**config.mk**
```make
export PLATFORM = sky130hd
export DESIGN_NAME = sff_hdiv
export DESIGN_NICKNAME = d
export VERILOG_FILES = /design/src/hdl/sff_pkg.sv /design/src/hdl/sff_hdiv.sv
export SDC_FILE = /design/constraint.sdc
export NUM_CORES = 1
export LEC_CHECK = 0
export BUFFER_PORTS_ARGS = -buffer_cell sky130_fd_sc_hd__buf_4
export CAP_MARGIN = 25
export CORE_AREA = 2 2 276 278
export CTS_CLUSTER_SIZE = 40
export DETAILED_ROUTE_END_ITERATION = 16
export DIE_AREA = 0 0 278 280
export SYNTH_ARGS = -nofsm -noshare
export SYNTH_HDL_FRONTEND = slang
export SYNTH_SLANG_ARGS = --single-unit
export TNS_END_PERCENT = 5
```
**constraint.sdc**
```tcl
create_clock -name clk -period 6.53 [get_ports clk]
set_input_delay 0.9795 -clock clk [delete_from_list [all_inputs] [get_ports clk]]
set_output_delay 0.9795 -clock clk [all_outputs]
set_load 0.03 [all_outputs]
```
**src/hdl/sff_pkg.sv**
```systemverilog
// shared types, constants and codes for the stribeck friction force pipeline
// no dependencies
package sff_pkg;

  localparam int DEF_COEFF_FRAC_BITS = 14;
  localparam int DEF_SPEED_FRAC_BITS = 16;

  localparam int NUM_W  = 33;
  localparam int DEN_W  = 17;
  localparam int QUOT_W = 17;

  localparam int CFG_IDX_W = 2;
  localparam logic [CFG_IDX_W-1:0] REG_TRANSITION = 2'd0;
  localparam logic [CFG_IDX_W-1:0] REG_INVERSE    = 2'd1;
  localparam logic [CFG_IDX_W-1:0] REG_THRESHOLD  = 2'd2;

  localparam logic [31:0] RST_TRANSITION = 32'd655;
  localparam logic [31:0] RST_INVERSE    = 32'd6553600;
  localparam logic [31:0] RST_THRESHOLD  = 32'd1;

  localparam logic [63:0] Q_ONE   = 64'h0000_0001_0000_0000;
  localparam logic [63:0] Q_THREE = 64'h0000_0003_0000_0000;
  localparam logic [63:0] Q_FOUR  = 64'h0000_0004_0000_0000;

  typedef enum logic [2:0] {
    SEG_NONE,
    SEG_STICTION,
    SEG_STRIBECK,
    SEG_TRANSITION,
    SEG_SLIDING
  } seg_t;

  typedef struct packed {
    logic [15:0] static_first;
    logic [15:0] static_second;
    logic [15:0] dynamic_first;
    logic [15:0] dynamic_second;
    logic [15:0] viscous_first;
    logic [15:0] viscous_second;
    logic [31:0] slip_speed;
    logic signed [31:0] normal_force;
  } item_t;

  typedef struct packed {
    logic [23:0] friction_coeff;
    logic [30:0] friction_force;
    logic [43:0] friction_power;
    logic [2:0]  segment;
  } result_t;

  typedef struct packed {
    seg_t        seg;
    logic [63:0] x;
    logic [63:0] fa;
    logic [63:0] level;
    logic        sub;
    logic [63:0] poly;
    logic [30:0] nraw;
    logic [31:0] slip;
    logic        kill;
  } curve_tag_t;

endpackage

```
**src/hdl/sff_hdiv.sv**
```systemverilog
// pipelined restoring divider for the harmonic combination 2ab/(a+b)
// one quotient bit per stage; depends on sff_pkg
module sff_hdiv import sff_pkg::*; (
  input  logic              clk,
  input  logic              rst,
  input  logic              in_vld,
  input  logic [NUM_W-1:0]  num,
  input  logic [DEN_W-1:0]  den,
  output logic              out_vld,
  output logic [QUOT_W-1:0] quot
);

  logic              vld_s [1:QUOT_W];
  logic [DEN_W-1:0]  rem_s [1:QUOT_W];
  logic [NUM_W-1:0]  num_s [1:QUOT_W];
  logic [DEN_W-1:0]  den_s [1:QUOT_W];
  logic [QUOT_W-1:0] q_s   [1:QUOT_W];

  for (genvar k = 0; k < QUOT_W; k++) begin : g_stage
    logic              vld_i;
    logic [DEN_W-1:0]  rem_i;
    logic [NUM_W-1:0]  num_i;
    logic [DEN_W-1:0]  den_i;
    logic [QUOT_W-1:0] q_i;
    logic [QUOT_W-1:0] q_o;
    logic [DEN_W:0]    trial;
    logic              fits;

    if (k == 0) begin : g_first
      assign vld_i = in_vld;
      assign rem_i = DEN_W'(num[NUM_W-1:QUOT_W]);
      assign num_i = num;
      assign den_i = den;
      assign q_i   = '0;
    end else begin : g_next
      assign vld_i = vld_s[k];
      assign rem_i = rem_s[k];
      assign num_i = num_s[k];
      assign den_i = den_s[k];
      assign q_i   = q_s[k];
    end

    assign trial = {rem_i, num_i[QUOT_W-1-k]};
    assign fits  = (trial >= {1'b0, den_i});

    always_comb begin
      q_o = q_i;
      q_o[QUOT_W-1-k] = fits;
    end

    always_ff @(posedge clk) begin
      if (rst) begin
        vld_s[k+1] <= 1'b0;
      end else begin
        vld_s[k+1] <= vld_i;
      end
      rem_s[k+1] <= fits ? DEN_W'(trial - {1'b0, den_i}) : DEN_W'(trial);
      num_s[k+1] <= num_i;
      den_s[k+1] <= den_i;
      q_s[k+1]   <= q_o;
    end
  end

  assign out_vld = vld_s[QUOT_W];
  assign quot    = q_s[QUOT_W];

`ifndef SYNTH
  a_rem_below_den: assert property (@(posedge clk) disable iff (rst)
    out_vld |-> (rem_s[QUOT_W] < den_s[QUOT_W]))
    else $error("divider remainder not below divisor");
`endif

endmodule

```
After elaboration in Yosys (flattened, before gate mapping)
Memories as Yosys holds them, arrays and structs flattened.
Index checks and enable logic that the tools add are counted.
- memory bits (writable): 1445
- memories: 5
- register bits: 0
- output and inout port bits: 18
- input bits: 53
- word-level logic and storage cells: 93
- memories (name ; depth ; bits a word ; read ports ; clocked after memory_dff ; write ports ; line ; text):
    num_s ; 17 ; 33 ; 16 ; 0 ; 17 ; sff_hdiv.sv:15 ; logic [NUM_W-1:0] num_s [1:QUOT_W];
    den_s ; 17 ; 17 ; 16 ; 0 ; 17 ; sff_hdiv.sv:16 ; logic [DEN_W-1:0] den_s [1:QUOT_W];
    q_s ; 17 ; 17 ; 17 ; 0 ; 17 ; sff_hdiv.sv:17 ; logic [QUOT_W-1:0] q_s [1:QUOT_W];
    rem_s ; 17 ; 17 ; 16 ; 0 ; 17 ; sff_hdiv.sv:14 ; logic [DEN_W-1:0] rem_s [1:QUOT_W];
    vld_s ; 17 ; 1 ; 17 ; 0 ; 17 ; sff_hdiv.sv:13 ; logic vld_s [1:QUOT_W];
- magnitude comparators: 17
- bitwise operators: 17
- add/sub/neg operators: 17
- muxes and demuxes: 37
- operator list (operator ; number):
    17-bit 2-to-1 mux ; 17
    17-bit subtractor ; 17
    18-bit by 17-bit >= comparator with 1-bit output ; 16
    1-bit 2-to-1 mux ; 20
    17-bit >= comparator ; 1
    1-bit OR ; 17

Logic depth before layout (Yosys ltp)
- depth in word-level cells: 3
- depth in mapped cells: 14
- depth with buffers taken out: 13

Least setup slack after synthesis
Ideal clock, no wire load.
- path kind: input to register
- from: input port den[1]
- to: register, netlist name rem_s[0][28]
- data required time: 6.407 ns
- path buffers: 2
- path slack: 3.191 ns
- cell stages on the path: 12
- setup time: 0.123 ns
- data arrival time: 3.216 ns
- cell sequence: inv_1 -> ha_1 -> nor2b_1 -> o31a_1 -> o31ai_2 -> a21oi_1 -> a31oi_2 -> nor2_1 -> o32a_1 -> buf_2 -> buf_6 -> mux2_1
- RTL lines (element ; line ; text):
    start, declared ; sff_hdiv.sv:8 ; input logic [DEN_W-1:0] den,

==> results.ini <==
[sta]
slew-limit-headroom_pct = 37.12
whs_ns = 0.3209
period_needed_ns = 3.724
rsz0062_at_grt = false
final-max-slew-violation-count = 0
fmax_mhz = 268.5
finalClockSkew_ns = 0.02364
tightestPinTransition_ns = 0.9431
setup_viol = 0
hold_violations = 0
fin_crit_sh_pct = 57.02
setup-tns-final_ns = 0

[cts]
clock_latency_ns = 0.64
htreeDepth = 3
cts_tree = built
ctsResizeCount = 0
cts_setup_buffers = 0
clockRootBuffer = clkbuf_16
postCtsHoldBufs = 0
clkTransAtPathRegs_ns = 0.06
cts_buffer_depth = 3
clock-sinks = 850
cts_buffers = 91

[logic_synthesis]
synthXorXnorAreaFrac_pct = 5.677
synthesis.area_mm2 = 0.03348
synth_seq_cells = 850
synth_fa_ha_area_share_pct = 11.76
synth_cell_types = 80
synth_edf_count = 0
yosys.area_share.simple_pct = 8.334
ys_warn_count = 0
syn_nets = 3569
synth-seq-area-share_pct = 50.82
synth-compound-area-share_pct = 13.53
syn_area_per_cell_um2 = 10.43
synthMuxAreaShare_pct = 5.277
netlist_instances = 3211
ys.flop_type = dfxtp_1
synth_top_family_by_area = compound AO/OA/AOI/OAI gates
async_flop_share_pct = 0

[floorplan]
start_util_pct = 44.53
std_cell_rows = 101
fp.coreArea_mm2 = 0.07519
dieHeight_um = 280
die-width_um = 278
ios = 71
die_area_mm2 = 0.07784

[finish]
fin_cells = 4393
drive_gt1_share_pct = 12.04
layout.nets = 3703
syn_to_final_growth_pct = 14.28
fillers = 6737
multi_input_area_mm2 = 0.01496
final_cell_mix = dfxtp_1, inv_1, ha_1
design_area_mm2 = 0.03826
utilization_pct = 50.88
diodes = 0
final_common_cell = dfxtp_1
seq_area_mm2 = 0.01702

[routing]
drt_iter0_drc = 800
drt-wirelength-per-cell_um = 13.50
dr_wl_met2_mm = 27.08
antenna_left = 0
wirelength_mm = 59.32
highest_layer = met4
drc = 0
routed_via_density = 4.886
dr.pass1.iters = 5
met3_wirelength_mm = 2.250
wl_met1_mm = 27.48
vias = 21470

[placed_design]
gp_congestion = 0.8647
dpl-instance-area_mm2 = 0.03517
dp_cells = 4230
dp_hpwl_mm = 44.50
port_buffers = 70

[setup_path]
worst_r2r_path_depth = 12
crit_path_end_kind = register
crit_type = reg -> reg
cp_max_fo = 33
critical_path.startpoint_type = register
required_ns = 7.06
worstPathArrival_ns = 4.26

[global_route]
grt_max_degree = 34
antenna_found_initial = 1
grt_pass1_wl_mm = 100.8
grt_use_total_pct = 15.56
grt_pass1_vias = 21400
grt.overflow.total = 0

[job]
max-cap-violations = 0

[pwr]
max-vdd-ir-drop_v = 0.0002107
p_leak_nw = 17.48
power_density_mw_per_mm2 = 553.3

[min_path]
min_path_type = reg -> reg
whs_path_depth = 0

[outcome]
status = completed

## layer usage
metal | up-vias | GRT usage [%]
met2 | 331 | 26.46
met3 | 131 | 2.798
met4 | 0 | 7.568
li1 | 11270 | -
met5 | - | 0
met1 | 9732 | 19.03
## synth_stat cells, drive strengths merged, types with 32 or more instances
| master | count | area, µm² |
|---|---|---|
| a211oi | 33 | 252.7 |
| a21o | 99 | 743.2 |
| a21oi | 207 | 1055 |
| dfxtp | 850 | 17020 |
| ha | 289 | 3616 |
| inv | 356 | 1336 |
| mux2 | 138 | 1607 |
| nand2 | 175 | 669.4 |
| nand2b | 32 | 200.2 |
| nand3 | 42 | 210.2 |
| nand4 | 40 | 250.2 |
| nor2 | 156 | 585.6 |
| nor2b | 41 | 256.5 |
| nor3 | 35 | 175.2 |
| o21ai | 180 | 915.9 |
| o21bai | 38 | 285.3 |
| xnor2 | 143 | 1252 |
| xor2 | 74 | 648.1 |
## critical path, stage by stage, from the launching register on
cell and delay [ns]:
dfxtp_1 0.30, inv_1 0.06, ha_1 0.16, inv_1 0.05, fa_1 0.41, a211oi_1 0.26
o21bai_1 0.12, a21oi_1 0.31, o31a_1 0.31, a2111oi_0 0.14, or3_1 0.41, a31oi_4 0.67
mux2_2 0.40
## state kept, by name, summed over array words and instances, names as in the netlist
| name | count |
|---|---|
| den_s | 272 |
| rem_s | 272 |
| q_s | 153 |
| num_s | 136 |
| vld_s | 17 |
## per-stage QoR
stage          total power, mW  worst slack [ns]
6_report                 21.17             2.806
5_1_grt                  22.83             2.597
4_1_cts                  21.41             2.789
3_5_place_dp             16.07             2.624
3_3_place_gp             15.98             2.671
2_1_floorplan            14.32             3.191
## cell type report
type	count	share of cell area, %
well taps	978	3.198
clock buffers	118	6.504
clock inverters	45	1.583
repair buffers	81	1.648
flip-flops and latches	850	44.47
multi-input cells	1965	39.10
inverters	356	3.493
## path summary, 6_finish.rpt
| path | from | endpoint | slack, ns |
|---|---|---|---|
| hold reg to reg | q_s[0][115] | q_s[0][132] | 0.32 |
| hold / removal | q_s[0][115] | q_s[0][132] | 0.32 |
| setup / recovery | num_s[0][80] | rem_s[0][52] | 2.81 |
| setup reg to reg | num_s[0][80] | rem_s[0][52] | 2.81 |
## power by group
group | total, mW | switching [mW] | internal (mW)
combinational | 8.57 | 4.41 | 4.16
sequential | 7.41 | 0.696 | 6.71
clock | 5.19 | 2.05 | 3.14
## kinds of logic after synthesis
logic type | count (synthesis)
flops | 850
compound gates | 703
simple gates | 586
buf+inv | 396
fa+ha+maj | 305
xor+xnor | 217
mux | 154
Power figures use the tool's default switching activity.
